### src/hdl/blil_pkg.sv
// ----------------------------------------------------------------------------
// blil_pkg
// Constants, codes and types shared by the bounded identifier list.
// ----------------------------------------------------------------------------
package blil_pkg;

  localparam int CAPACITY = 64;
  localparam int CNT_W    = $clog2(CAPACITY + 1);
  localparam int ID_W     = 32;
  localparam int OUT_CNT_W = 7;

  localparam logic [1:0] OP_APPEND = 2'd0;
  localparam logic [1:0] OP_REMOVE = 2'd1;
  localparam logic [1:0] OP_CLEAR  = 2'd2;

  localparam logic [1:0] ST_DONE      = 2'd0;
  localparam logic [1:0] ST_FULL      = 2'd1;
  localparam logic [1:0] ST_NOT_FOUND = 2'd2;

  typedef struct packed {
    logic cmp;       // capture the match flag for the incoming request
    logic occupied;  // cell lies below the fill count
    logic load;      // write the appended identifier
    logic shift;     // take the neighbor's entry
  } cell_ctl_t;

endpackage

### src/hdl/bounded_id_list_insert_remove.sv
// ----------------------------------------------------------------------------
// bounded_id_list_insert_remove
// Ordered list of up to CAPACITY identifiers with append, remove and clear.
// ----------------------------------------------------------------------------
// For each request, at the accepting edge every cell compares its
// entry against in_signal_id; in the following cycle the prefix OR network
// picks the first match, the row of cells shifts one place toward the head
// behind it (or the tail cell loads an appended id), and the result is
// registered, to be strobed on out_valid for one cycle in the cycle after.
// busy is high for the execute cycle only, so a new request can be taken
// at the earliest at the same edge that takes the previous result. The
// result cannot be held off, so the receiver must take out_entry_count and
// out_status when out_valid is high.
module bounded_id_list_insert_remove (
  input  logic                               clk,
  input  logic                               rst_n,
  input  logic                               start,
  output logic                               busy,
  input  logic [1:0]                         in_op,
  input  logic signed [blil_pkg::ID_W-1:0]   in_signal_id,
  output logic                               out_valid,
  output logic [blil_pkg::OUT_CNT_W-1:0]     out_entry_count,
  output logic [1:0]                         out_status
);

  localparam int N = blil_pkg::CAPACITY;
  localparam int W = blil_pkg::CNT_W;

  typedef enum logic {S_IDLE, S_EXEC} state_t;

  state_t                            state_r;
  logic [1:0]                        op_r;
  logic [blil_pkg::ID_W-1:0]         id_r;
  logic [W-1:0]                      cnt_r;
  logic [W-1:0]                      cnt_nxt;
  logic                              out_valid_r;
  logic [blil_pkg::OUT_CNT_W-1:0]    out_cnt_r;
  logic [1:0]                        out_status_r;
  logic [1:0]                        status_nxt;

  logic                              accept;
  logic                              full;
  logic                              found;
  logic                              do_load;
  logic                              do_shift;

  logic [N-1:0]                      match;
  logic [N-1:0]                      pfx;
  logic [blil_pkg::ID_W-1:0]         entry [N];
  blil_pkg::cell_ctl_t               ctl   [N];

  assign accept = start && (state_r == S_IDLE);
  assign full   = (cnt_r == W'(N));
  assign found  = pfx[N-1];

  always_comb begin
    cnt_nxt    = cnt_r;
    status_nxt = blil_pkg::ST_DONE;
    do_load    = 1'b0;
    do_shift   = 1'b0;
    unique case (op_r)
      blil_pkg::OP_APPEND: begin
        if (full) begin
          status_nxt = blil_pkg::ST_FULL;
        end else begin
          do_load = 1'b1;
          cnt_nxt = cnt_r + W'(1);
        end
      end
      blil_pkg::OP_REMOVE: begin
        if (found) begin
          do_shift = 1'b1;
          cnt_nxt  = cnt_r - W'(1);
        end else begin
          status_nxt = blil_pkg::ST_NOT_FOUND;
        end
      end
      blil_pkg::OP_CLEAR: begin
        cnt_nxt = '0;
      end
      default: begin
        // unused code: leave the list alone
      end
    endcase
  end

  for (genvar i = 0; i < N; i++) begin : g_cell
    logic [blil_pkg::ID_W-1:0] nbr;

    if (i < N - 1) begin : g_mid
      assign nbr = entry[i+1];
    end else begin : g_tail
      assign nbr = entry[i];
    end

    always_comb begin
      ctl[i].cmp      = accept;
      ctl[i].occupied = (W'(i) < cnt_r);
      ctl[i].load     = (state_r == S_EXEC) && do_load && (cnt_r == W'(i));
      ctl[i].shift    = (state_r == S_EXEC) && do_shift && pfx[i];
    end

    blil_cell u_cell (
      .clk      (clk),
      .ctl      (ctl[i]),
      .cmp_id   (in_signal_id),
      .load_id  (id_r),
      .nbr_data (nbr),
      .entry    (entry[i]),
      .match    (match[i])
    );
  end

  blil_prefix u_prefix (
    .match (match),
    .pfx   (pfx)
  );

  always_ff @(posedge clk) begin
    if (!rst_n) begin
      state_r     <= S_IDLE;
      cnt_r       <= '0;
      out_valid_r <= 1'b0;
    end else begin
      out_valid_r <= 1'b0;
      unique case (state_r)
        S_IDLE: begin
          if (start) begin
            state_r <= S_EXEC;
          end
        end
        S_EXEC: begin
          state_r      <= S_IDLE;
          cnt_r        <= cnt_nxt;
          out_valid_r  <= 1'b1;
          out_cnt_r    <= blil_pkg::OUT_CNT_W'(cnt_nxt);
          out_status_r <= status_nxt;
        end
        default: begin
          state_r <= S_IDLE;
        end
      endcase
    end
    // hold the request for the execute cycle
    if (accept) begin
      op_r <= in_op;
      id_r <= in_signal_id;
    end
  end

  assign busy            = (state_r == S_EXEC);
  assign out_valid       = out_valid_r;
  assign out_entry_count = out_cnt_r;
  assign out_status      = out_status_r;

endmodule

### src/hdl/blil_cell.sv
// ----------------------------------------------------------------------------
// blil_cell
// One list slot: holds an entry, flags a match and shifts from its neighbor.
// ----------------------------------------------------------------------------
module blil_cell (
  input  logic                      clk,
  input  blil_pkg::cell_ctl_t       ctl,
  input  logic [blil_pkg::ID_W-1:0] cmp_id,
  input  logic [blil_pkg::ID_W-1:0] load_id,
  input  logic [blil_pkg::ID_W-1:0] nbr_data,
  output logic [blil_pkg::ID_W-1:0] entry,
  output logic                      match
);

  logic [blil_pkg::ID_W-1:0] entry_r;
  logic                      match_r;

  always_ff @(posedge clk) begin
    if (ctl.load) begin
      entry_r <= load_id;
    end else if (ctl.shift) begin
      entry_r <= nbr_data;
    end
    if (ctl.cmp) begin
      match_r <= ctl.occupied && (entry_r == cmp_id);
    end
  end

  assign entry = entry_r;
  assign match = match_r;

endmodule

### src/hdl/blil_prefix.sv
// ----------------------------------------------------------------------------
// blil_prefix
// Log-depth prefix OR over the match flags: bit i is set when any cell at or
// ahead of position i matched.
// ----------------------------------------------------------------------------
module blil_prefix (
  input  logic [blil_pkg::CAPACITY-1:0] match,
  output logic [blil_pkg::CAPACITY-1:0] pfx
);

  always_comb begin
    logic [blil_pkg::CAPACITY-1:0] v;
    v = match;
    for (int s = 1; s < blil_pkg::CAPACITY; s = s * 2) begin
      v = v | (v << s);
    end
    pfx = v;
  end

endmodule

### config.mk
export PLATFORM = sky130hd
export DESIGN_NAME = bounded_id_list_insert_remove
export DESIGN_NICKNAME = d
export VERILOG_FILES = /design/src/hdl/blil_pkg.sv /design/src/hdl/bounded_id_list_insert_remove.sv /design/src/hdl/blil_cell.sv /design/src/hdl/blil_prefix.sv
export SDC_FILE = /design/constraint.sdc
export NUM_CORES = 2
export LEC_CHECK = 0
export ABC_AREA = 0
export CELL_PAD_IN_SITES_DETAIL_PLACEMENT = 0
export CELL_PAD_IN_SITES_GLOBAL_PLACEMENT = 1
export CORE_UTILIZATION = 55
export DETAILED_ROUTE_END_ITERATION = 16
export DONT_BUFFER_PORTS = 1
export PLACE_DENSITY_LB_ADDON = 0.15
export SLEW_MARGIN = 5
export SYNTH_ARGS = -nofsm -noshare
export SYNTH_HDL_FRONTEND = slang
export SYNTH_SLANG_ARGS = --single-unit
### constraint.sdc
create_clock -name clk -period 7.5 [get_ports clk]
set_clock_uncertainty 0.2 [all_clocks]
set_input_delay 0.75 -clock clk [delete_from_list [all_inputs] [get_ports clk]]
set_output_delay 0.75 -clock clk [all_outputs]
set_load 0.01 [all_outputs]
After elaboration in Yosys (flattened, before gate mapping)
Cells that the tools add are included.

Eq/ne operators: 130. Muxes and demuxes: 139. Reductions and logical operators: 260. Add/sub/neg operators: 2. Bitwise gates (word level): 7. Order comparisons: 64.

Operator list (number): 2-to-1 mux 32 bit (126); equality test 32 bit (64); bitwise OR 64 bit (6); equality test 7 x 6 -> 1 bit, second input constant (32); less-than comparator 6 x 7 -> 1 bit, first input constant (32); logical AND 1 bit (194); nonzero test 2 bit (63); equality test 7 x 5 -> 1 bit, second input constant (16); less-than comparator 5 x 7 -> 1 bit, first input constant (16); equality test 7 x 4 -> 1 bit, second input constant (8); less-than comparator 4 x 7 -> 1 bit, first input constant (8); equality test 7 x 3 -> 1 bit, second input constant (4); less-than comparator 3 x 7 -> 1 bit, first input constant (4); case mux 7 bit (3 select lines) (1); equality test 7 x 2 -> 1 bit, second input constant (2); less-than comparator 1 x 7 -> 1 bit, first input constant (2); less-than comparator 2 x 7 -> 1 bit, first input constant (2); 2-to-1 mux 7 bit (2); adder 7 x 1 -> 7 bit, second input constant (1); equality test 7 x 1 -> 1 bit, second input constant (1); equality test 7 bit, second input constant (1); logical NOT 7 bit (1); 2-to-1 mux 1 bit (7); subtractor 7 x 1 -> 7 bit, second input constant (1); 8 further kinds (8).

Register bits after elaboration: 2164. Logic and storage cells: 737. Bits of input ports: 37. Output and inout bits: 11.

Depth between registers and ports, before layout
Word-level depth: 12. Depth in mapped cells: 10.

Cells and area by module
From an unflattened synthesis, not the netlist that was laid out.

Cells, all modules: 7858. Area total of the unflattened synthesis: 115179.2 um^2.

By module, submodules not included: blil_cell (seq. area each 991.0 um^2, area each 1732.9 um^2, times used 64, cells an instance 114); bounded_id_list_insert_remove (seq. area each 1471.4 um^2, area each 3532.1 um^2, times used 1, cells an instance 437); blil_prefix (seq. area each 0.0 um^2, area each 740.7 um^2, times used 1, cells an instance 125).

Least setup slack after synthesis
No wires, ideal clock.

Path kind: input-to-reg. From: input port start. To: register g_cell[0].u_cell.match_r, enable pin. Cell stages on the path: 1. Data arrival time: 5.036 ns. Setup time: 0.567 ns. Path slack: 1.697 ns. Cells stage by stage: nor2b_1.

Longest elaborated chain between the ends: 1.

Ends and longest elaborated chain: start, declared (RTL line bounded_id_list_insert_remove.sv:17) `input logic start,`; logical AND 1 bit (RTL line bounded_id_list_insert_remove.sv:52) `assign accept = start && (state_r == S_IDLE);`; end signal, assigned (RTL line blil_cell.sv:25) `match_r <= ctl.occupied && (entry_r == cmp_id);`; end, declared (RTL line blil_cell.sv:16) `logic match_r;`.

No other way between the ends. A chain may end at the register's enable or synchronous reset.

Final worst setup path
From: register g_cell[0].u_cell.match_r. To: register g_cell[51].u_cell.entry_r (netlist bit g_cell[51].u_cell.entry[5]), enable pin.

Longest elaborated chain between the ends: 11.

Ends and longest elaborated chain: bitwise OR 64 bit * (6 in a row) (RTL line blil_prefix.sv:15) `v = v | (v << s);`; 2-to-1 mux 1 bit (RTL line bounded_id_list_insert_remove.sv:71) `if (found) begin`; 2-to-1 mux 1 bit (RTL line bounded_id_list_insert_remove.sv:61) `unique case (op_r)`; logical AND 1 bit (RTL line bounded_id_list_insert_remove.sv:100) `ctl[i].shift = (state_r == S_EXEC) && do_shift && pfx[i];`; logical AND 1 bit * (RTL line bounded_id_list_insert_remove.sv:100); nonzero test 2 bit (no source line) *; end signal, assigned (RTL line blil_cell.sv:20) `entry_r <= load_id;`; end signal, assigned (RTL line blil_cell.sv:22) `entry_r <= nbr_data;`; end, declared (RTL line blil_cell.sv:15) `logic [blil_pkg::ID_W-1:0] entry_r;`.

Every way passes the cells marked *; elsewhere a longest branch is shown, timed or not.

==> results by group <==
Timing
  – Tcrit/Tclk final: 0.673
  – RSZ-0062 raised after global routing: false
  – FMAX: slightly below 200 MHz
  – Final Hold Violating Endpoints: 0
  – Fin crit period: between 5000 and 6000 ps
  – Max-Slew Margin vs Limit: 0.0579
  – Worst slew pin tran: between 1000 and 1500 ps
  – Max-slew violation count: 0
  – TNS Setup: 0 ps
  – Setup violations, final: 0

Layout
  – Nets@finish: approximately 7900
  – Layout cell share with drive strength beyond 1: 0.331
  – Area Overhead vs Synth: 9.17%
  – Fillcell total: 15800

Worst hold path
  – Worst min-delay path category: input pin to flip-flop
  – Min-Delay Path Depth: 3
  – Min-delay src: in_signal_id[1]
  – Hold Path End: g_cell[23].u_cell.match

CTS
  – CTS Sinks: approximately 2200
  – Clk slew on worst S/H paths: roughly 60 ps
  – Num CTS Buffers: around 230
  – CTS tree: built
  – Worst skew pair latency: about 920 ps
  – H-Tree Level Count: 4
  – Setup Buffers After CTS: 0
  – Root Buffer: clkbuf_16
  – CTS Hold Buffers Added: 35
  – CTS Buffer Depth: 3
  – Post_cts resized: 0

Route
  – Detailed-route via count: 72600
  – WL final: just over 400 mm
  – Vias per Instance: around 6.7
  – Detail Route Antenna Nets: 0
  – First-pass DRT Iterations: 12
  – Average routed wire per standard cell: ~38 um
  – Remaining DRCs: 0
  – Starting DRC count in detailed routing: around 11000

Critical path
  – Worst Path Max Fanout: 32
  – Slowest CP cell: nor4_1
  – CP Buf/Inv Count: 1
  – Critical path arrival: ~5200 ps
  – Reg2Reg Setup Slack: approximately 2500 ps
  – Critical Path Stages: 7
  – Worst setup SP type: flip-flop
  – WS Path Type: flip-flop to flip-flop
  – CP max stage delay: 760 ps
  – Crit Reg-Reg Startpoint: g_cell[0].u_cell.match
  – Most frequent CP cell: nand2_1
  – Worst Setup End Kind: flip-flop
  – R2r worst-path depth: 7
  – Data required, critical path: roughly 7700 ps
  – Crit-path leading delay family: simple AND/OR/NAND/NOR gates
  – Crit path cell chain: nor4_1, nand2_1, nor4_4, buf_4, nand4_1, nand2_1, nand2_1
  – R2r endpoint: g_cell[51].u_cell.entry[5]

GRT
  – Total track usage: 0.385
  – Initial antenna violation count: 24
  – Largest net degree at the start of global routing: 66
  – First-pass GRT wire length: between 500 and 600 mm
  – Vias in the first global route: between 70000 and 80000
  – Overflow after GRT: 0

Logic synthesis
  – Cell count after synthesis: 8052
  – Post-synthesis cell area: approximately 120000 um2
  – Number of synthesized flops with an enable pin: 2155
  – Top cell type's share of synthesized area: 0.562
  – Ranking of synthesized cells by area: edfxtp_1 56%, mux2_2 20%, xor2_1 8.0%, xnor2_1 7.6%, nor4_1 1.8%
  – Register area share after synthesis: 0.564
  – Dominant synthesized flop cell: edfxtp_1
  – Most frequent cells after synthesis: 2155 x edfxtp_1, 2011 x mux2_2, 1047 x xor2_1
  – Count leader, synth: edfxtp_1
  – Post-synth top area cell: edfxtp_1
  – Syn nets: between 8000 and 9000
  – Ys Warns: 0
  – Asr flop ratio synth: 0
  – FF+latch count, synth: about 2200
  – Netlist cell types: 66
  – Mean post-synth cell area: ~14 um2

Floorplanning
  – Ports: 48
  – Starting Density: 0.555
  – Chip Height: ~460 um
  – Num rows: about 170
  – Core area: 207000 um2
  – Total die area: roughly 210000 um2
  – Die width: ~460 um

Pwr
  – Switching power: 6180 uW
  – Clock power frac: 0.428
  – Tot Pwr: ~27000 uW
  – Net Sw Frac: 0.233
  – Combinational group share of total power: 0.059
  – Pwr Density: around 210 nW/um2
  – P_leak: ~0.04 uW
  – Sequential share of power: 0.513
  – Pint: around 20000 uW
  – Maximum vdd drop: approximately 260 uV

Placed design
  – GP Congestion: between 0.9 and 1
  – # port buffers: 0
  – DP HPWL: between 200 and 250 mm

Job
  – Max-cap violations: 0

Status
  – Status: finished clean
-- kinds of logic (layout without fill, tap and decap cells) --
family | count (synthesis) | in the layout | share of synthesized area
DFF | 2164 | 2164 | 0.564
xor gates and xnor gates | 2048 | 2048 | 0.156
muxes | 2017 | 2017 | 0.197
and+or+nand+nor | 952 | 952 | 0.0480
buffers and inverters | 689 | 661 | 0.0236
AOI/OAI and AO/OA | 176 | 176 | 0.0105
adders and majority gates | 6 | 6 | 0.000652
other | 0 | 11 | 0
-- power groups by stage --
stage               clock, uW  sequential [uW]  combinational [uW]
finish                  11400            13600                1550
detailed placement          0            13900                1450
global placement            0            13900                1430
CTS                     11400            13600                1500
floorplan                   0            13800                1160
global route            11800            13600                1600
-- worst max path at each step --
stage | start | to
detailed placement | g_cell[0].u_cell.match | g_cell[51].u_cell.entry[5]
CTS | g_cell[0].u_cell.match | g_cell[51].u_cell.entry[24]
global route | g_cell[2].u_cell.match | g_cell[51].u_cell.entry[24]
global placement | g_cell[2].u_cell.match | g_cell[51].u_cell.entry[27]
finish | g_cell[0].u_cell.match | g_cell[51].u_cell.entry[5]
floorplan | start | g_cell[0].u_cell.match
-- flip-flops by register name, indices dropped and copies added, names as in the netlist --
name	count
id_r	32
out_status	2
cnt_r	7
out_entry_count	7
busy	1
op_r	2
g_cell.u_cell.entry	2048
g_cell.u_cell.match	64
out_valid	1
-- metrics by stage --
stage | hold WS, ps | instance area [um2] | utilization | cells | worst slack [ps]
floorplan | 224 | 115000 | - | 8052 | 1700
global placement | 364 | 118000 | 0.568 | 10400 | 2630
detailed placement | 375 | 118000 | 0.568 | 10400 | 2620
CTS | 2.67 | 126000 | 0.605 | 10800 | 2560
global route | 5.63 | 126000 | 0.605 | 10800 | 2200
finish | 30.1 | 126000 | 0.605 | 10800 | 2450
-- cell type report --
cell class	count	area [um2]	area share
flip-flops and latches	2164	64900	0.517
multi-input cells	5199	48000	0.382
clock buffers	272	5870	0.0467
well taps	2788	3490	0.0278
repair buffers	229	1810	0.0144
clock inverters	146	1440	0.0115
inverters	14	52.6	0.000418
diodes	11	27.5	0.000219
-- layer usage --
layer | routed length (um) | part of all wire | global-route usage
met1 | 161000 | 0.39 | 0.530
met2 | 178000 | 0.43 | 0.570
met3 | 50900 | 0.12 | 0.104
met4 | 21400 | 0.052 | 0.171
met5 | 143 | 0.00035 | 0.00367
-- worst reg2reg max path, delay by kind of cell (launching register included) --
family | cells | cell delay (ps)
simple gates | 6 | 3460
buf+inv | 1 | 420
flops | 1 | 420
-- cells in the final DEF, fill, tap and decap left out, types with 9 or more instances in the layout --
cell type,n
edfxtp_1,2155
o21ai_2,21
nor4_1,330
or3_1,11
o21ai_0,19
nor2_1,40
o22ai_4,9
xor2_1,1047
o211ai_1,11
buf_4,192
nand4_1,292
o2111ai_1,12
a2111oi_0,12
nor3_1,51
nand3_1,60
nor2_2,39
diode_2,11
o22ai_2,9
dlygate4sd3_1,37
clkbuf_1,44
nand2_1,65
mux2_2,2011
bufinv_16,23
a21o_1,11
clkinvlp_4,9
clkbuf_16,228
clkinv_2,42
a21oi_1,13
xnor2_1,1001
clkinv_1,57
No activity file was read; power rests on OpenSTA's default activity.
